<file path="config.mk">
export PLATFORM = sky130hd
export DESIGN_NAME = telnet_iac_strip_line_editor_unit
export DESIGN_NICKNAME = d
export VERILOG_FILES = /design/src/design/tisle_pkg.sv /design/src/design/tisle_ram.sv /design/src/design/telnet_iac_strip_line_editor_unit.sv
export SDC_FILE = /design/constraint.sdc
export NUM_CORES = 1
export LEC_CHECK = 0
export ABC_AREA = 1
export BUFFER_PORTS_ARGS = -buffer_cell sky130_fd_sc_hd__buf_2
export CORE_MARGIN = 2
export CORE_UTILIZATION = 25
export DETAILED_ROUTE_END_ITERATION = 7
export GPL_TIMING_DRIVEN = 0
export PLACE_DENSITY_LB_ADDON = 0.25
export SETUP_SLACK_MARGIN = 0.1
export SYNTH_ARGS = -nofsm -noshare
export SYNTH_HDL_FRONTEND = slang
export SYNTH_SLANG_ARGS = --single-unit
export TNS_END_PERCENT = 100
</file>
<file path="constraint.sdc">
create_clock -name i_clk -period 3.28 [get_ports i_clk]
set_input_delay 0.656 -clock i_clk [delete_from_list [all_inputs] [get_ports i_clk]]
set_output_delay 0.656 -clock i_clk [all_outputs]
set_load 0.05 [all_outputs]
</file>
<file path="src/design/tisle_pkg.sv">
// Shared types and constants for the telnet IAC strip line editor.
// No dependencies; used by the top level and its checker.
`default_nettype none

package tisle_pkg;

    // Telnet command codes
    localparam logic [7:0] CODE_IAC  = 8'd255;
    localparam logic [7:0] CODE_SE   = 8'd240;
    localparam logic [7:0] CODE_SB   = 8'd250;
    localparam logic [7:0] CODE_WILL = 8'd251;
    localparam logic [7:0] CODE_DONT = 8'd254;

    // Character codes
    localparam logic [7:0] CHR_NUL   = 8'h00;
    localparam logic [7:0] CHR_BS    = 8'h08;
    localparam logic [7:0] CHR_LF    = 8'h0a;
    localparam logic [7:0] CHR_CR    = 8'h0d;
    localparam logic [7:0] CHR_SPACE = 8'h20;
    localparam logic [7:0] CHR_DEL   = 8'h7f;

    // Result field widths
    localparam int LEN_W = 6;

    // Result kind carried on tuser
    typedef enum logic [1:0] {
        KIND_ECHO = 2'd0,
        KIND_LINE = 2'd1,
        KIND_END  = 2'd2
    } t_kind;

    // Telnet command parser state
    typedef enum logic [2:0] {
        OPT_NONE    = 3'd0,
        OPT_SEEN    = 3'd1,
        OPT_ARG     = 3'd2,
        OPT_SUB     = 3'd3,
        OPT_SUB_IAC = 3'd4
    } t_opt_state;

    // Control sequencer state
    typedef enum logic [2:0] {
        ST_IDLE     = 3'd0,
        ST_ERASE_SP = 3'd1,
        ST_ERASE_BS = 3'd2,
        ST_DUMP     = 3'd3,
        ST_MARK     = 3'd4
    } t_ctl_state;

    // Action decoded from one ordinary byte
    typedef struct packed {
        logic line_end;
        logic erase;
        logic keep;
    } t_rx_action;

endpackage : tisle_pkg

`default_nettype wire

</file>
<file path="src/design/tisle_ram.sv">
// Generic simple dual-port RAM: one write port, one read port, registered read.
// No dependencies.
`default_nettype none

module tisle_ram #(
    parameter int WIDTH = 8,
    parameter int DEPTH = 64
) (
    input  wire logic                     i_clk,
    input  wire logic                     i_wr_en,
    input  wire logic [$clog2(DEPTH)-1:0] i_wr_addr,
    input  wire logic [WIDTH-1:0]         i_wr_data,
    input  wire logic [$clog2(DEPTH)-1:0] i_rd_addr,
    output      logic [WIDTH-1:0]         o_rd_data
);

    logic [WIDTH-1:0] r_mem [DEPTH];

    // Write port
    always_ff @(posedge i_clk) begin
        if (i_wr_en) begin
            r_mem[i_wr_addr] <= i_wr_data;
        end
    end

    // Registered read port
    always_ff @(posedge i_clk) begin
        o_rd_data <= r_mem[i_rd_addr];
    end

endmodule : tisle_ram

`default_nettype wire

</file>
<file path="src/design/telnet_iac_strip_line_editor_unit.sv">
// Telnet receive line editor: strips IAC sequences, edits and buffers a line.
// Depends on tisle_pkg and tisle_ram (line store).
//
// Usage:
//   Slave stream (i_s_axis_*) takes one received byte per transfer.
//   Master stream (o_m_axis_*) returns results: tuser is the kind (echo byte,
//   line byte, end marker), tdata carries the byte and the line length, tlast
//   marks the final result caused by one input byte.
//   Config channel (i_cfg_*) writes echo_enable; always ready, write it only
//   while the block is idle.
// Results per byte:
//   For a byte with no result or one result, that result is registered
//   straight into the output register.
//   An erase with echo on gives three echo results.
//   A line end with N buffered characters (N >= 1) is followed by N line
//   bytes read one per cycle from the line store while the output does not
//   stall, then the end marker. An empty line gives the end marker only.
// Reset: parser idle, no pending CR, line empty, echo off. The line store is
//   not cleared; only written positions are ever read.
// Stall: while a result waits in the output register, no new byte is taken
//   and the sequencer holds.
`default_nettype none

module telnet_iac_strip_line_editor_unit #(
    parameter int LINE_CAPACITY = 64
) (
    input  wire logic        i_clk,
    input  wire logic        i_rst_n,
    // Config write
    input  wire logic        i_cfg_valid,
    output      logic        o_cfg_ready,
    input  wire logic        i_cfg_data,       // echo_enable
    // Received bytes
    input  wire logic        i_s_axis_tvalid,
    output      logic        o_s_axis_tready,
    input  wire logic [7:0]  i_s_axis_tdata,   // [7:0] rx_byte
    // Results
    output      logic        o_m_axis_tvalid,
    input  wire logic        i_m_axis_tready,
    output      logic [15:0] o_m_axis_tdata,   // [7:0] data_byte, [13:8] line_length, pad
    output      logic [1:0]  o_m_axis_tuser,   // [1:0] kind
    output      logic        o_m_axis_tlast    // last
);

    localparam int AW = $clog2(LINE_CAPACITY);

    // Control registers
    tisle_pkg::t_ctl_state r_state, n_state;
    tisle_pkg::t_opt_state r_opt_state, n_opt_state;
    logic                  r_cr_seen, n_cr_seen;
    logic                  r_echo_enable;
    logic [AW-1:0]         r_line_count, n_line_count;
    logic [AW-1:0]         r_rd_idx, n_rd_idx;
    logic                  r_out_valid, n_out_valid;

    // Output payload registers
    tisle_pkg::t_kind      r_out_kind, n_out_kind;
    logic [7:0]            r_out_data, n_out_data;
    logic [AW-1:0]         r_out_len, n_out_len;
    logic                  r_out_last, n_out_last;

    logic                  out_free;
    logic                  in_xfer;
    logic [7:0]            rx;
    tisle_pkg::t_rx_action act;
    logic                  ram_wr_en;
    logic [7:0]            ram_rd_data;

    assign rx       = i_s_axis_tdata;
    assign out_free = !r_out_valid || i_m_axis_tready;
    assign in_xfer  = i_s_axis_tvalid && o_s_axis_tready;

    assign o_cfg_ready     = 1'b1;
    assign o_s_axis_tready = (r_state == tisle_pkg::ST_IDLE) && out_free;
    assign o_m_axis_tvalid = r_out_valid;
    assign o_m_axis_tuser  = r_out_kind;
    assign o_m_axis_tlast  = r_out_last;
    assign o_m_axis_tdata  = {2'b00, tisle_pkg::LEN_W'(r_out_len), r_out_data};

    // Telnet command parser and byte classification
    always_comb begin
        n_opt_state = r_opt_state;
        n_cr_seen   = r_cr_seen;
        act         = '0;
        if (in_xfer) begin
            case (r_opt_state)
                tisle_pkg::OPT_SEEN: begin
                    if (rx inside {[tisle_pkg::CODE_WILL:tisle_pkg::CODE_DONT]}) begin
                        n_opt_state = tisle_pkg::OPT_ARG;
                    end else if (rx == tisle_pkg::CODE_SB) begin
                        n_opt_state = tisle_pkg::OPT_SUB;
                    end else begin
                        n_opt_state = tisle_pkg::OPT_NONE;
                    end
                end
                tisle_pkg::OPT_ARG: begin
                    n_opt_state = tisle_pkg::OPT_NONE;
                end
                tisle_pkg::OPT_SUB: begin
                    if (rx == tisle_pkg::CODE_IAC) begin
                        n_opt_state = tisle_pkg::OPT_SUB_IAC;
                    end
                end
                tisle_pkg::OPT_SUB_IAC: begin
                    n_opt_state = (rx == tisle_pkg::CODE_SE) ? tisle_pkg::OPT_NONE
                                                             : tisle_pkg::OPT_SUB;
                end
                default: begin
                    n_opt_state = tisle_pkg::OPT_NONE;
                    if (rx == tisle_pkg::CODE_IAC) begin
                        n_opt_state = tisle_pkg::OPT_SEEN;
                    end else begin
                        n_cr_seen = 1'b0;
                        // LF or NUL right after CR is part of the same line end
                        if (!(r_cr_seen && (rx inside {tisle_pkg::CHR_LF, tisle_pkg::CHR_NUL}))) begin
                            if (rx inside {tisle_pkg::CHR_CR, tisle_pkg::CHR_LF}) begin
                                act.line_end = 1'b1;
                                n_cr_seen    = (rx == tisle_pkg::CHR_CR);
                            end else if (rx inside {tisle_pkg::CHR_BS, tisle_pkg::CHR_DEL}) begin
                                act.erase = (r_line_count != '0);
                            end else if (rx >= tisle_pkg::CHR_SPACE) begin
                                act.keep = (r_line_count < AW'(LINE_CAPACITY - 1));
                            end
                        end
                    end
                end
            endcase
        end
    end

    // Sequencer next state
    always_comb begin
        n_state = r_state;
        case (r_state)
            tisle_pkg::ST_IDLE: begin
                if (act.erase && r_echo_enable) begin
                    n_state = tisle_pkg::ST_ERASE_SP;
                end else if (act.line_end && (r_line_count != '0)) begin
                    n_state = tisle_pkg::ST_DUMP;
                end
            end
            tisle_pkg::ST_ERASE_SP: begin
                if (out_free) begin
                    n_state = tisle_pkg::ST_ERASE_BS;
                end
            end
            tisle_pkg::ST_ERASE_BS: begin
                if (out_free) begin
                    n_state = tisle_pkg::ST_IDLE;
                end
            end
            tisle_pkg::ST_DUMP: begin
                if (out_free && (r_rd_idx == r_line_count - AW'(1))) begin
                    n_state = tisle_pkg::ST_MARK;
                end
            end
            tisle_pkg::ST_MARK: begin
                if (out_free) begin
                    n_state = tisle_pkg::ST_IDLE;
                end
            end
            default: begin
                n_state = tisle_pkg::ST_IDLE;
            end
        endcase
    end

    // Sequencer outputs: result register, line count, line store access
    always_comb begin
        n_out_valid  = r_out_valid && !i_m_axis_tready;
        n_out_kind   = r_out_kind;
        n_out_data   = r_out_data;
        n_out_len    = r_out_len;
        n_out_last   = r_out_last;
        n_line_count = r_line_count;
        n_rd_idx     = r_rd_idx;
        ram_wr_en    = 1'b0;
        case (r_state)
            tisle_pkg::ST_IDLE: begin
                if (act.keep) begin
                    ram_wr_en    = 1'b1;
                    n_line_count = r_line_count + AW'(1);
                    if (r_echo_enable) begin
                        n_out_valid = 1'b1;
                        n_out_kind  = tisle_pkg::KIND_ECHO;
                        n_out_data  = rx;
                        n_out_len   = '0;
                        n_out_last  = 1'b1;
                    end
                end else if (act.erase) begin
                    n_line_count = r_line_count - AW'(1);
                    if (r_echo_enable) begin
                        n_out_valid = 1'b1;
                        n_out_kind  = tisle_pkg::KIND_ECHO;
                        n_out_data  = tisle_pkg::CHR_BS;
                        n_out_len   = '0;
                        n_out_last  = 1'b0;
                    end
                end else if (act.line_end) begin
                    n_rd_idx = '0;
                    // Empty line: only the end marker
                    if (r_line_count == '0) begin
                        n_out_valid = 1'b1;
                        n_out_kind  = tisle_pkg::KIND_END;
                        n_out_data  = '0;
                        n_out_len   = '0;
                        n_out_last  = 1'b1;
                    end
                end
            end
            tisle_pkg::ST_ERASE_SP: begin
                if (out_free) begin
                    n_out_valid = 1'b1;
                    n_out_kind  = tisle_pkg::KIND_ECHO;
                    n_out_data  = tisle_pkg::CHR_SPACE;
                    n_out_len   = '0;
                    n_out_last  = 1'b0;
                end
            end
            tisle_pkg::ST_ERASE_BS: begin
                if (out_free) begin
                    n_out_valid = 1'b1;
                    n_out_kind  = tisle_pkg::KIND_ECHO;
                    n_out_data  = tisle_pkg::CHR_BS;
                    n_out_len   = '0;
                    n_out_last  = 1'b1;
                end
            end
            tisle_pkg::ST_DUMP: begin
                // Read data always matches r_rd_idx; advance on each transfer
                if (out_free) begin
                    n_out_valid = 1'b1;
                    n_out_kind  = tisle_pkg::KIND_LINE;
                    n_out_data  = ram_rd_data;
                    n_out_len   = '0;
                    n_out_last  = 1'b0;
                    n_rd_idx    = r_rd_idx + AW'(1);
                end
            end
            tisle_pkg::ST_MARK: begin
                if (out_free) begin
                    n_out_valid  = 1'b1;
                    n_out_kind   = tisle_pkg::KIND_END;
                    n_out_data   = '0;
                    n_out_len    = r_line_count;
                    n_out_last   = 1'b1;
                    n_line_count = '0;
                end
            end
            default: begin
            end
        endcase
    end

    // Control registers
    always_ff @(posedge i_clk) begin
        if (!i_rst_n) begin
            r_state       <= tisle_pkg::ST_IDLE;
            r_opt_state   <= tisle_pkg::OPT_NONE;
            r_cr_seen     <= 1'b0;
            r_echo_enable <= 1'b0;
            r_line_count  <= '0;
            r_rd_idx      <= '0;
            r_out_valid   <= 1'b0;
        end else begin
            r_state      <= n_state;
            r_opt_state  <= n_opt_state;
            r_cr_seen    <= n_cr_seen;
            r_line_count <= n_line_count;
            r_rd_idx     <= n_rd_idx;
            r_out_valid  <= n_out_valid;
            if (i_cfg_valid && o_cfg_ready) begin
                r_echo_enable <= i_cfg_data;
            end
        end
    end

    // Result payload
    always_ff @(posedge i_clk) begin
        r_out_kind <= n_out_kind;
        r_out_data <= n_out_data;
        r_out_len  <= n_out_len;
        r_out_last <= n_out_last;
    end

    // Line store: written at the fill position, read ahead of the dump index
    tisle_ram #(
        .WIDTH (8),
        .DEPTH (LINE_CAPACITY)
    ) u_line_store (
        .i_clk     (i_clk),
        .i_wr_en   (ram_wr_en),
        .i_wr_addr (r_line_count),
        .i_wr_data (rx),
        .i_rd_addr (n_rd_idx),
        .o_rd_data (ram_rd_data)
    );

endmodule : telnet_iac_strip_line_editor_unit

`default_nettype wire

</file>
After elaboration in Yosys (flattened, before gate mapping)
Memory sizes are Yosys's and may differ from the RTL's. A register that Yosys moved wholly into a read port is not among the register bits.
Index checks and enable logic that the tools add are counted.
{ "word_totals": {"ff_bits": 38, "ramBits": 512, "input_bits": 14, "out_inout_bits": 22, "word_cells": 169, "memories": 1} }
{ "mem_list": {"columns": ["name", "words", "width", "read_ports", "rd_ports_with_merged_regs", "wr", "line_no", "text"], "rows": [
  ["u_line_store.r_mem", 64, 8, 1, 1, 1, "tisle_ram.sv:17", "logic [WIDTH-1:0] r_mem [DEPTH];"]
]} }
{ "classes": {"add_sub_neg": 3, "magnitude_cmp": 4, "n_eq_ne": 32, "n_mux": 79, "bitwise": 2, "n_reduce_logical": 37} }
{ "ops": {"columns": ["operator", "count"], "rows": [
  ["8-bit two-way mux", 10],
  ["6-bit two-way mux", 13],
  ["8-bit case mux with 5 select lines", 1],
  ["3-bit two-way mux", 10],
  ["1-bit two-way mux", 25],
  ["8-bit by 4-bit == test with 1-bit output, second input constant", 3],
  ["8-bit == test, second input constant", 3],
  ["2-bit two-way mux", 12],
  ["3-bit case mux with 4 select lines", 2],
  ["6-bit case mux with 2 select lines", 2],
  ["6-bit case mux with 3 select lines", 1],
  ["6-bit by 1-bit adder with 6-bit output, second input constant", 2],
  ["3-bit by 2-bit == test with 1-bit output, second input constant", 4],
  ["2-bit != test, second input constant", 6],
  ["3-bit != test, second input constant", 3],
  ["9-bit AND reduction", 1],
  ["8-bit by 7-bit == test with 1-bit output, second input constant", 1],
  ["8-bit by 6-bit >= comparator with 1-bit output, second input constant", 1],
  ["8-bit >= comparator, second input constant", 1],
  ["8-bit <= comparator, second input constant", 1],
  ["1-bit logical AND", 8],
  ["8-bit zero test", 1],
  ["2-bit by 1-bit != test with 1-bit output, second input constant", 4],
  ["2-bit case mux with 4 select lines", 1],
  ["other kinds (29)", 41]
]} }

Logic depth before layout (Yosys ltp)
Gate-level depths: netlist of run 1.
{ "depth": {"word_depth": 12, "mapped_depth": 20, "mapped_depth_nobuf": 19} }

Cells and area by module
A second synthesis of run 1 with hierarchy kept.
{ "hier_totals": {"cells_unflattened": 2190, "hier_area_um2": 23816.6} }
{ "by_module_without_submodules": {"columns": ["module", "n_inst", "cells_per_inst", "area_per_inst_um2", "seq_area_each_um2"], "rows": [
  ["tisle_ram", 1, 1822, 21291.7, 15534.9],
  ["telnet_iac_strip_line_editor_unit", 1, 368, 2524.9, 930.9]
]} }

Least setup slack after synthesis of run 1
Ideal clock, no wire load.
{ "synth_path": {"path_kind": "input -> register", "start": "input port i_m_axis_tready", "end": "memory u_line_store.r_mem[12][0] (enable)", "setup_ns": 0.370, "arrival_time_ns": 2.363, "required_time_ns": 2.910, "slack_ns": 0.546, "path_stages": 8, "path_buffers": 0, "path_cell_list": "nor2_2 -> nor2_4 -> nand2_2 -> nor2_1 -> nand3_2 -> nor2_1 -> nand3_1 -> nor2_1"} }
{ "synth_between": {"elab_chain_cells": 8} }
{ "synth_rtl": {"columns": ["element", "line_no", "text"], "rows": [
  ["start: declaration", "telnet_iac_strip_line_editor_unit.sv:39", "input wire logic i_m_axis_tready,"],
  ["1-bit logical OR", "telnet_iac_strip_line_editor_unit.sv:70", "assign out_free = !r_out_valid || i_m_axis_tready;"],
  ["1-bit logical AND", "telnet_iac_strip_line_editor_unit.sv:74", "assign o_s_axis_tready = (r_state == tisle_pkg::ST_IDLE) && out_free;"],
  ["via o_s_axis_tready", "telnet_iac_strip_line_editor_unit.sv:35", "output logic o_s_axis_tready,"],
  ["1-bit logical AND", "telnet_iac_strip_line_editor_unit.sv:71", "assign in_xfer = i_s_axis_tvalid && o_s_axis_tready;"],
  ["3-bit two-way mux", "telnet_iac_strip_line_editor_unit.sv:85", "if (in_xfer) begin"],
  ["1-bit two-way mux", "telnet_iac_strip_line_editor_unit.sv:180", "if (act.keep) begin"],
  ["1-bit two-way mux", "telnet_iac_strip_line_editor_unit.sv:178", "case (r_state)"],
  ["1-bit two-way mux", "tisle_ram.sv:21", "if (i_wr_en) begin"],
  ["1-bit two-way mux (implied by the code)", "tisle_ram.sv:22", "r_mem[i_wr_addr] <= i_wr_data;"],
  ["end: declaration", "tisle_ram.sv:17", null]
]} }
The timed path passes the listed nets, and every way through them passes these cells.

Worst setup path in the final report of run 1
{ "layout_path": {"start": "register r_state[0]", "end": "register u_line_store.o_rd_data[1], read port of u_line_store.r_mem"} }
{ "layout_between": {"elab_chain_cells": 8, "word_cells_on_any_way": 9, "cone_classes": "1 x eq/ne; 5 x mux; 3 x reduce/logical"} }
{ "layout_rtl": {"columns": ["element", "line_no", "text"], "rows": [
  ["start: declaration", "telnet_iac_strip_line_editor_unit.sv:48", "tisle_pkg::t_ctl_state r_state, n_state;"],
  ["start signal: assignment", "telnet_iac_strip_line_editor_unit.sv:258", "r_state <= tisle_pkg::ST_IDLE;"],
  ["start signal: assignment", "telnet_iac_strip_line_editor_unit.sv:266", "r_state <= n_state;"],
  ["3-bit zero test", "telnet_iac_strip_line_editor_unit.sv:74, telnet_iac_strip_line_editor_unit.sv:178", null],
  ["1-bit logical AND", "telnet_iac_strip_line_editor_unit.sv:74", null],
  ["1-bit logical AND", "telnet_iac_strip_line_editor_unit.sv:71", null],
  ["3-bit two-way mux", "telnet_iac_strip_line_editor_unit.sv:85", null],
  ["6-bit two-way mux", "telnet_iac_strip_line_editor_unit.sv:199", "end else if (act.line_end) begin"],
  ["6-bit two-way mux", "telnet_iac_strip_line_editor_unit.sv:190", "end else if (act.erase) begin"],
  ["6-bit two-way mux", "telnet_iac_strip_line_editor_unit.sv:180", null],
  ["6-bit case mux with 2 select lines *", "telnet_iac_strip_line_editor_unit.sv:178", null],
  ["end: declaration", "tisle_ram.sv:14", "output logic [WIDTH-1:0] o_rd_data"]
]} }
Every way passes the cells marked *; elsewhere a longest branch is shown, timed or not.
A chain may end at the register's enable or synchronous reset.

==> run_results.csv, run 1 <==
group,metric,value,unit
yosys,avgSynthCellArea,10.4,um2
placed_design,dp.final_hpwl,56.8,mm
timing,fin_crit_sh,0.974,
layout,nNetsFinal,2587,
setup_path,slowest_delay,0.43,ns
clocking,htree_levels,2,
yosys,syn_inst,2437,
setup_path,worst-path-max-fanout,10,
grt,grt_usage,0.164,
clocking,hold_buffers,0,
clocking,max-clock-path-buffers,3,
layout,multi_input_area,7370,um2
power_and_ir_drop,power_density,1110,nW/um2
floorplan,design.die.area,104000,um2
setup_path,rr_endpoint,"u_line_store.o_rd_data[1]$_DFF_P_",
setup_path,rr_startpoint,"r_state[0]$_SDFFE_PN0P_",
hold_path,min_to,"r_echo_enable$_SDFFE_PN0P_",
setup_path,crit_type,"flip-flop to flip-flop",
timing,finalCriticalPeriod,3.20,ns
route,wirelength,87.8,mm
setup_path,crit_top_cell,"nand3_1",
timing,setup_tns,0,ns
power_and_ir_drop,leakage,0.0119,uW
setup_path,reg2regPathDepth,16,
grt,grt_max_degree,54,
status,status,"finished clean",
route,drc,0,
placed_design,dpl_cell_area,27500,um2
layout,final_cell_mix,"nand3_1, edfxtp_1, nand2_1, inv_1, nand3b_1",
clocking,clk_pin_slew_worst_paths,0.06,ns
floorplan,initial_core_util,0.253,
timing,fin_ws,0.0838,ns
timing,fmax,313,MHz
yosys,synth_edf_count,529,
clocking,clk-insertion-delay-late,0.63,ns
timing,hold_viol_final,0,
hold_path,min-delay-start,"i_cfg_data",
yosys,synth_warnings,0,
floorplan,die_x,323,um
setup_path,crit_chain,"inv_2 -> nor2_4 -> nand2_2 -> nand2_1 -> inv_2 -> nand2_1 -> buf_6 -> buf_4 -> buf_4 -> nand3b_1 -> nand3_1 -> nand3_1 -> nand3_1 -> nand3_1 -> nand3_1 -> nand2_1",
setup_path,crit_path_start_kind,"flip-flop",
layout,antenna_cells,0,
floorplan,io_pins,36,
timing,setup_violations,0,
route,drt_iter0_drc,2021,
route,wl_per_cell,22.1,um
setup_path,path_delay_family,"simple AND/OR/NAND/NOR gates",
layout,nFillCells,10400,
floorplan,num_rows,116,
setup_path,crit_path_end_kind,"flip-flop",
timing,maxSlewHeadroom,0.211,
timing,maxSlewViolCount,0,
layout,final_common_cell,"nand3_1",
yosys,syn-cell-area,25400,um2
placed_design,gp_congestion,0.882,
setup_path,critPathRequiredTime,3.77,ns
clocking,cts.sinks,558,
yosys,yosysUniqueCellTypes,44,
route,viasPerCell,4.64,
job,cap_violations,0,
hold_path,hold_path_class,"primary input to flip-flop",
route,dr.pass1.iters,6,
power_and_ir_drop,ir_drop,0.567,mV
layout,post-route-util,0.308,
yosys,ys_ff_latch,558,
timing,clock_skew,0.0205,ns
grt,grt_pass1_wl,123,mm
layout,stdcell_area,31000,um2
layout,drive_gt1_frac,0.151,
yosys,async_flop_share,0,
timing,worst_slew_pin_slew,1.18,ns
clocking,clockRootBuffer,"clkbuf_16",
yosys,ys_seq_area_frac,0.648,
hold_path,min_path_cells,3,
timing,whs,0.268,ns
floorplan,dieHeight,323,um
setup_path,slowest_stage,"dfxtp_1",
setup_path,reg2reg_setup_slack,0.08,ns
placed_design,place_ws,-1.49,ns
timing,rsz0062_at_grt,"yes",
layout,ff_latch_area,16500,um2
placed_design,portBuffers,32,
grt,grt_pass1_vias,17300,
clocking,cts_tree,"yes",
grt,antenna_found_initial,3,
yosys,synthFlopType,"edfxtp_1",
clocking,cts_buffers,59,
setup_path,cp_num_buf_inv,5,
grt,globalRouteOverflowTotal,0,
route,vias,18400,
setup_path,cp.arrival,3.69,ns
floorplan,core_area,100000,um2
route,antenna_left,0,
layout,syn_to_final_growth,22.0,%
==> worst max path at each step <==
stage | from | endpoint | slack [ns] | cells past startpoint
floorplan | i_m_axis_tready | u_line_store.r_mem[12][0]$_DFFE_PP_ | 0.55 | 8
finish | r_state[0]$_SDFFE_PN0P_ | u_line_store.o_rd_data[1]$_DFF_P_ | 0.08 | 16
global placement | i_s_axis_tdata[1] | u_line_store.r_mem[29][7]$_DFFE_PP_ | -2.19 | 11
detailed placement | i_s_axis_tdata[3] | u_line_store.r_mem[21][6]$_DFFE_PP_ | -1.49 | 13
global route | r_state[0]$_SDFFE_PN0P_ | u_line_store.o_rd_data[1]$_DFF_P_ | 0.01 | 16
CTS | r_line_count[4]$_SDFFE_PN0P_ | u_line_store.r_mem[0][4]$_DFFE_PP_ | 0.05 | 9
==> layer usage <==
| metal | vias up | GRT usage | routed length [um] |
|---|---|---|---|
| met5 | - | 0 | 23 |
| met4 | 4 | 0.0469 | 2640 |
| met3 | 125 | 0.0353 | 6520 |
| met2 | 637 | 0.259 | 39500 |
| met1 | 9111 | 0.225 | 39200 |
| li1 | 8554 | - | - |
==> kinds of logic (layout without fill, tap and decap cells) <==
logic type | after synthesis | after routing | share of synthesized area
xor gates and xnor gates | 6 | 6 | 0.00207
DFF | 558 | 558 | 0.648
and+or+nand+nor | 1268 | 1268 | 0.243
other | 2 | 3 | 0.000296
adders and majority gates | 3 | 3 | 0.00148
AOI/OAI and AO/OA | 77 | 77 | 0.0182
buffers and inverters | 523 | 702 | 0.0868
==> registers in the layout, indices dropped and copies added (netlist names), 2 cells and up <==
register and count:
r_state 3, r_opt_state 3, r_out_data 8, o_m_axis_tuser 2, r_line_count 6, r_out_len 6
r_rd_idx 6, u_line_store.r_mem 512, u_line_store.o_rd_data 8
==> layout make-up <==
type                       count  share of cell area
buffer                       141              0.0325
tap                         1357              0.0548
clock buffer                  67              0.0486
sequential                   558               0.532
clock inverter                41              0.0137
timing repair buffer          71              0.0344
inverter                     382              0.0463
multi-input combinational   1357               0.238
==> Yosys cell counts, types with 4 or more instances <==
cell type / n / share of area
a21oi_1: 21 / 0.0041
a31oi_1: 5 / 0.0012
buf_1: 7 / 0.0010
buf_2: 76 / 0.015
buf_4: 11 / 0.0033
buf_6: 14 / 0.0062
clkbuf_1: 33 / 0.0049
dfxtp_1: 29 / 0.023
edfxtp_1: 529 / 0.63
inv_1: 374 / 0.055
inv_2: 6 / 0.00089
nand2_1: 418 / 0.062
nand2_2: 5 / 0.0012
nand3_1: 558 / 0.11
nand3b_1: 159 / 0.047
nand4_1: 4 / 0.00099
nor2_1: 104 / 0.015
nor3_1: 5 / 0.00099
o21ai_0: 28 / 0.0055
or2_2: 5 / 0.0012
xor2_1: 5 / 0.0017
==> worst reg2reg max path: stages, from the launching register on <==
cell	delay, ns
dfxtp_1	0.43
inv_2	0.08
nor2_4	0.17
nand2_2	0.15
nand2_1	0.19
inv_2	0.11
nand2_1	0.16
buf_6	0.22
buf_4	0.25
buf_4	0.24
nand3b_1	0.10
nand3_1	0.09
nand3_1	0.12
nand3_1	0.18
nand3_1	0.15
nand3_1	0.27
nand2_1	0.16
==> power breakdown <==
group	switching, uW	internal, uW
Clock	2900	3980
Combinational	13600	5470
Sequential	168	8200
Total	16600	17700
==> repair_timing <==
action                                  in CTS  in global routing
cloned                                       3                  5
resized for setup                          196                 96
hold endpoints to repair                     0                  0
setup buffers                               10                 13
endpoints found under the setup margin     528                361
pin swaps                                   10                 10
==> per-stage QoR <==
stage | instances | total power (uW)
detailed placement | 3835 | 26100
global route | 3974 | 35900
CTS | 3956 | 33500
global placement | 3827 | 26100
floorplan | 2438 | 19200
finish | 3974 | 34300
Note: power is estimated with default switching activity, not from simulation.
==> run 2, diff against run 1 <==
--- a/config.mk
+++ b/config.mk
@@ -11,7 +11,6 @@
 export CORE_UTILIZATION = 25
 export DETAILED_ROUTE_END_ITERATION = 7
 export GPL_TIMING_DRIVEN = 0
-export PLACE_DENSITY_LB_ADDON = 0.25
 export SETUP_SLACK_MARGIN = 0.1
 export SYNTH_ARGS = -nofsm -noshare
 export SYNTH_HDL_FRONTEND = slang
==> run 2 against run 1 <==
Clock skew decreased by 0.010 ns; worst setup slack improved by 0.096 ns; cell count decreased by 0.43%; maximum frequency increased by 3.1%; via count decreased by 0.51%; sequential share of layout area increased by 1.1 points; utilization decreased by 0.64 points; critical path depth increased by 3; register-to-register slack improved by 0.11 ns; largest cell class unchanged.
==> run_results.csv, run 2 (synthesis results as in run 1) <==
group,metric,value,unit
placed_design,portBuffers,32,
route,dr.pass1.iters,5,
setup_path,cp_num_buf_inv,5,
setup_path,rr_endpoint,"u_line_store.r_mem[31][2]$_DFFE_PP_",
layout,final_common_cell,"nand3_1",
route,drc,0,
setup_path,reg2regPathDepth,9,
placed_design,dp.final_hpwl,49.9,mm
timing,hold_viol_final,0,
timing,rsz0062_at_grt,"yes",
floorplan,initial_core_util,0.253,
grt,groute.layer.met2.usage,0.234,
setup_path,cp.depth,19,
route,wl_per_cell,19.7,um
route,drt_iter0_drc,2168,
setup_path,critPathRequiredTime,3.75,ns
route,antenna_left,0,
grt,grt_max_degree,70,
grt,met3_usage,0.0261,
setup_path,crit_chain,"buf_4 -> buf_16 -> nand2_1 -> inv_1 -> nand2_1 -> nor2_1 -> nor2_2 -> nand4_4 -> nand2_2 -> nand2_2 -> buf_6 -> clkbuf_1 -> nand3_1 -> nand3_1 -> nand3_1 -> nand3_1 -> nand3_1 -> nand3_1 -> nand2_1",
setup_path,reg2reg_setup_slack,0.19,ns
grt,globalRouteOverflowTotal,0,
setup_path,rr_startpoint,"r_line_count[4]$_SDFFE_PN0P_",
timing,fmax,323,MHz
clocking,cts_buffers,57,
clocking,cts.sinks,558,
timing,clock_skew,0.0101,ns
timing,fin_crit_sh,0.945,
timing,setup_violations,0,
job,cap_violations,0,
status,status,"finished clean",
setup_path,path_delay_family,"simple AND/OR/NAND/NOR gates",
grt,grt_pass1_vias,17200,
grt,busiest_layer,"met2",
placed_design,dpl_cell_area,27400,um2
layout,largest_register_ff_count,512,
floorplan,design.die.area,104000,um2
layout,regMostFlops,"u_line_store.r_mem",
setup_path,worst-path-max-fanout,34,
floorplan,io_pins,36,
setup_path,cp-startpoint,"i_s_axis_tdata[3]",
floorplan,dieHeight,323,um
layout,stdcell_area,30300,um2
setup_path,crit_path_end_kind,"flip-flop",
layout,syn_to_final_growth,19.4,%
grt,grt_usage,0.144,
clocking,clk-insertion-delay-late,0.63,ns
route,wirelength,78.0,mm
grt,globalRouteMet1Util,0.194,
setup_path,crit_type,"primary input to flip-flop",
setup_path,slowest_delay,0.42,ns
floorplan,core_area,100000,um2
timing,maxSlewHeadroom,0.228,
route,vias,18300,
layout,nNetsFinal,2570,
clocking,clk_pin_slew_worst_paths,0.06,ns
clocking,htree_levels,2,
grt,grt_pass1_wl,112,mm
timing,finalCriticalPeriod,3.10,ns
setup_path,endpoint,"u_line_store.o_rd_data[3]$_DFF_P_",
clocking,max-clock-path-buffers,3,
setup_path,cp.arrival,3.57,ns
clocking,cts_tree,"yes",
floorplan,num_rows,116,
clocking,clockRootBuffer,"clkbuf_16",
setup_path,crit_path_start_kind,"primary input",
setup_path,slowest_stage,"clkbuf_1",
timing,maxSlewViolCount,0,
hold_path,min-delay-start,"i_cfg_data",
layout,final_cell_mix,"nand3_1, edfxtp_1, nand2_1, inv_1, nand3b_1",
route,viasPerCell,4.63,
grt,antenna_found_initial,2,
hold_path,hold_path_class,"primary input to flip-flop",
placed_design,gp_congestion,0.909,
timing,worst_slew_pin_slew,1.16,ns
layout,antenna_cells,0,
layout,reg_top3,"u_line_store.r_mem x512, r_out_data x8, u_line_store.o_rd_data x8",
setup_path,crit_top_cell,"nand3_1",
layout,drive_gt1_frac,0.139,
floorplan,die_x,323,um
==> run 2: changes by cell type in the layout (fill, tap and decap cells not counted), sizes merged <==
| cell | change |
|---|---|
| buf | -20 |
| clkinv | -5 |
| bufinv | -5 |
| clkbuf | +15 |
| bufbuf | -2 |
==> run 2: layout make-up <==
cell class                      count  area (um2)
Fill cell                       10400       70100
Sequential cell                   558       16500
Multi-Input combinational cell   1357        7300
Tap cell                         1357        1700
Clock buffer                       75        1550
Inverter                          382        1430
Buffer                            141         945
Timing Repair Buffer               56         689
Clock inverter                     31         250
==> run 2: stage by stage <==
step	worst slack, ns	setup TNS, ns	hold slack [ns]	cells	utilization
finish	0.179	0	0.259	3957	0.302
global route	0.0365	0	0.251	3957	0.302
CTS	-0.0423	-1.88	0.236	3944	0.297
detailed placement	-1.63	-572.51	0.485	3831	0.273
global placement	-2.24	-931.04	0.472	3827	0.271
floorplan	0.546	0	0.454	2438	-
==> run 2: how the worst min path moves through the flow <==
| stage | to | slack, ns | cells past startpoint |
|---|---|---|---|
| detailed placement | r_cr_seen$_SDFFE_PN0P_ | 0.49 | 2 |
| CTS | r_echo_enable$_SDFFE_PN0P_ | 0.24 | 3 |
| finish | r_echo_enable$_SDFFE_PN0P_ | 0.26 | 3 |
| global placement | r_cr_seen$_SDFFE_PN0P_ | 0.47 | 2 |
| global route | r_echo_enable$_SDFFE_PN0P_ | 0.25 | 3 |
| floorplan | r_cr_seen$_SDFFE_PN0P_ | 0.45 | 2 |
==> run 2: per-layer routing <==
metal  part of all wire  vias to the layer above
li1                   -                     8507
met1               0.41                     8830
met2               0.45                      846
met3              0.097                      152
met4              0.036                        2
met5            0.00017                        -
==> run 2: worst min-delay path: stages <==
cell and delay [ns]:
buf_2 0.07, a21oi_1 0.05, nor2_1 0.07
==> run 2: repair_timing <==
action | CTS | global route
pin swaps | 5 | 6
setup endpoints to repair | 528 | 523
hold buffers | 0 | 0
resized for setup | 159 | 87
cloned | 1 | 4
buffers inserted | 6 | 9
Power of run 2 is left out: the tool's default activity adds up to more than one toggle a clock period on the data nets, which glitch-free logic cannot reach.
==> run 3, diff against run 2 <==
--- a/config.mk
+++ b/config.mk
@@ -11,6 +11,7 @@
 export CORE_UTILIZATION = 25
 export DETAILED_ROUTE_END_ITERATION = 7
 export GPL_TIMING_DRIVEN = 0
+export PLACE_DENSITY_LB_ADDON = 0.1
 export SETUP_SLACK_MARGIN = 0.1
 export SYNTH_ARGS = -nofsm -noshare
 export SYNTH_HDL_FRONTEND = slang
==> run 3 against run 2 <==
Cell count increased by 0.56%; first-iteration DRC count is 30% lower; wire length up 16%; maximum frequency decreased by 0.64%.
==> run_results.csv, run 3 (synthesis results as in run 1) <==
group,metric,value,unit
timing,setup_violations,0,
floorplan,io_pins,36,
setup_path,crit_type,"primary input to flip-flop",
route,wirelength,90.6,mm
setup_path,crit_path_start_kind,"primary input",
hold_path,min_path_cells,1,
floorplan,num_rows,116,
setup_path,slowest_stage,"buf_6",
timing,hold_viol_final,0,
hold_path,min_to,"u_line_store.r_mem[58][7]$_DFFE_PP_",
timing,rsz0062_at_grt,"yes",
layout,post-route-util,0.310,
placed_design,dp.final_hpwl,62.4,mm
route,met1_length,42.2,mm
floorplan,initial_core_util,0.253,
layout,ff_latch_area,16500,um2
layout,reg_top3,"u_line_store.r_mem x512, r_out_data x8, u_line_store.o_rd_data x8",
timing,fmax,320,MHz
clocking,max-clock-path-buffers,3,
layout,largest_register_ff_count,512,
floorplan,core_area,100000,um2
setup_path,critPathRequiredTime,3.71,ns
layout,regMostFlops,"u_line_store.r_mem",
hold_path,hold_path_class,"primary input to flip-flop",
clocking,hold_buffers,0,
grt,antenna_found_initial,0,
layout,final_cell_mix,"edfxtp_1, nand3_1, nand2_1, inv_1, nand3b_1",
status,status,"finished clean",
placed_design,place_ws,-1.71,ns
route,antenna_left,0,
grt,grt_max_degree,67,
floorplan,dieHeight,323,um
timing,worst_slew_pin_slew,1.28,ns
clocking,clockRootBuffer,"clkbuf_16",
clocking,cts_tree,"yes",
setup_path,slowest_delay,0.22,ns
clocking,cts.sinks,558,
route,dr.pass1.iters,5,
clocking,clk-insertion-delay-late,0.61,ns
clocking,cts_buffers,69,
floorplan,design.die.area,104000,um2
layout,nNetsFinal,2590,
timing,maxSlewHeadroom,0.143,
setup_path,rr_startpoint,"r_state[0]$_SDFFE_PN0P_",
setup_path,worst-path-max-fanout,66,
layout,syn_to_final_growth,22.8,%
route,viasPerCell,4.60,
layout,multi_input_area,7540,um2
route,route.met2.wl,41.3,mm
placed_design,gp_congestion,0.861,
setup_path,crit_chain,"buf_4 -> buf_16 -> nor2_4 -> nand2_1 -> inv_1 -> nand2_1 -> nand2_1 -> nand4_4 -> nand2_2 -> nand2_4 -> nand2_8 -> buf_8 -> buf_6 -> nand2_1 -> nand3_1 -> nand3_1 -> nand3_1 -> nand3_1 -> nand3_1 -> nand2_1",
job,cap_violations,0,
timing,clock_skew,0.0329,ns
hold_path,min-delay-start,"i_s_axis_tdata[7]",
route,wl_met3,5.03,mm
layout,drive_gt1_frac,0.163,
timing,fin_ws,0.159,ns
route,drt_iter0_drc,1518,
setup_path,cp.arrival,3.55,ns
timing,maxSlewViolCount,0,
setup_path,rr_endpoint,"u_line_store.o_rd_data[5]$_DFF_P_",
setup_path,reg2regPathDepth,15,
layout,nFillCells,10400,
clocking,clk_pin_slew_worst_paths,0.05,ns
layout,antenna_cells,0,
layout,final_common_cell,"edfxtp_1",
route,vias,18300,
clocking,htree_levels,3,
floorplan,die_x,323,um
route,wl_per_cell,22.8,um
setup_path,crit_path_end_kind,"flip-flop",
grt,grt_usage,0.174,
timing,fin_crit_sh,0.951,
placed_design,portBuffers,32,
grt,grt_pass1_vias,17900,
timing,finalCriticalPeriod,3.12,ns
grt,grt_pass1_wl,129,mm
setup_path,reg2reg_setup_slack,0.18,ns
grt,globalRouteOverflowTotal,0,
route,highest_layer,"met4",
route,drc,0,
## run 3: changes by cell type in the layout (fill, tap and decap cells not counted), moves of 6 or more
cell / previous run / this run
nand3_1: 550 / 527
nand3_2: 5 / 28
clkbuf_4: 29 / 13
buf_4: 23 / 34
buf_6: 24 / 35
nor2_4: 58 / 69
clkbuf_1: 39 / 29
nor2_2: 11 / 2
clkbuf_16: 63 / 71
clkbuf_2: 10 / 17
buf_12: 12 / 18
nand2_1: 410 / 404
## run 3: worst max-delay path: cells and delay by family
family | cells | cell delay, ns
and+or+nand+nor | 15 | 1.94
buffers and inverters | 5 | 0.86
## run 3: worst max-delay path by stage
stage | slack [ns] | cells after the start | startpoint | end
after detailed placement | -1.71 | 13 | i_s_axis_tdata[0] | u_line_store.r_mem[52][0]$_DFFE_PP_
final | 0.16 | 20 | i_s_axis_tdata[7] | u_line_store.o_rd_data[5]$_DFF_P_
after global placement | -2.66 | 10 | i_s_axis_tdata[2] | u_line_store.r_mem[0][6]$_DFFE_PP_
after CTS | 0.008 | 16 | r_state[0]$_SDFFE_PN0P_ | u_line_store.o_rd_data[6]$_DFF_P_
after floorplan | 0.55 | 8 | i_m_axis_tready | u_line_store.r_mem[12][0]$_DFFE_PP_
after global routing | 0.04 | 15 | r_state[0]$_SDFFE_PN0P_ | u_line_store.o_rd_data[5]$_DFF_P_
## run 3: routing by layer
layer  global-route usage  vias up
li1                     -     8564
met3               0.0249      121
met2                0.279      509
met1                0.247     9096
met4               0.0429        0
met5                    0        -
## run 3: area by class of cell
class	count	area share
Multi-Input combinational cell	1357	0.242
Tap cell	1357	0.0545
Inverter	382	0.0460
Buffer	141	0.0336
Clock inverter	30	0.00859
Timing Repair Buffer	64	0.0269
Sequential cell	558	0.528
Clock buffer	90	0.0602
## run 3: timing repair
item,4_1_cts,5_1_grt
pin swaps,11,13
gates resized for setup,230,98
gates cloned,1,0
endpoints found under the setup margin,518,183
buffers inserted,9,12
## run 3: through the flow
stage	hold WS [ns]	TNS, ns	instance area [um2]	instances
global placement	0.471	-1151.39	27300	3827
global route	0.281	0	31200	3979
finish	0.296	0	31200	3979
detailed placement	0.471	-706.18	27500	3837
CTS	0.265	0	30700	3967
floorplan	0.454	0	25400	2438
Power of run 3 is left out for the same reason.
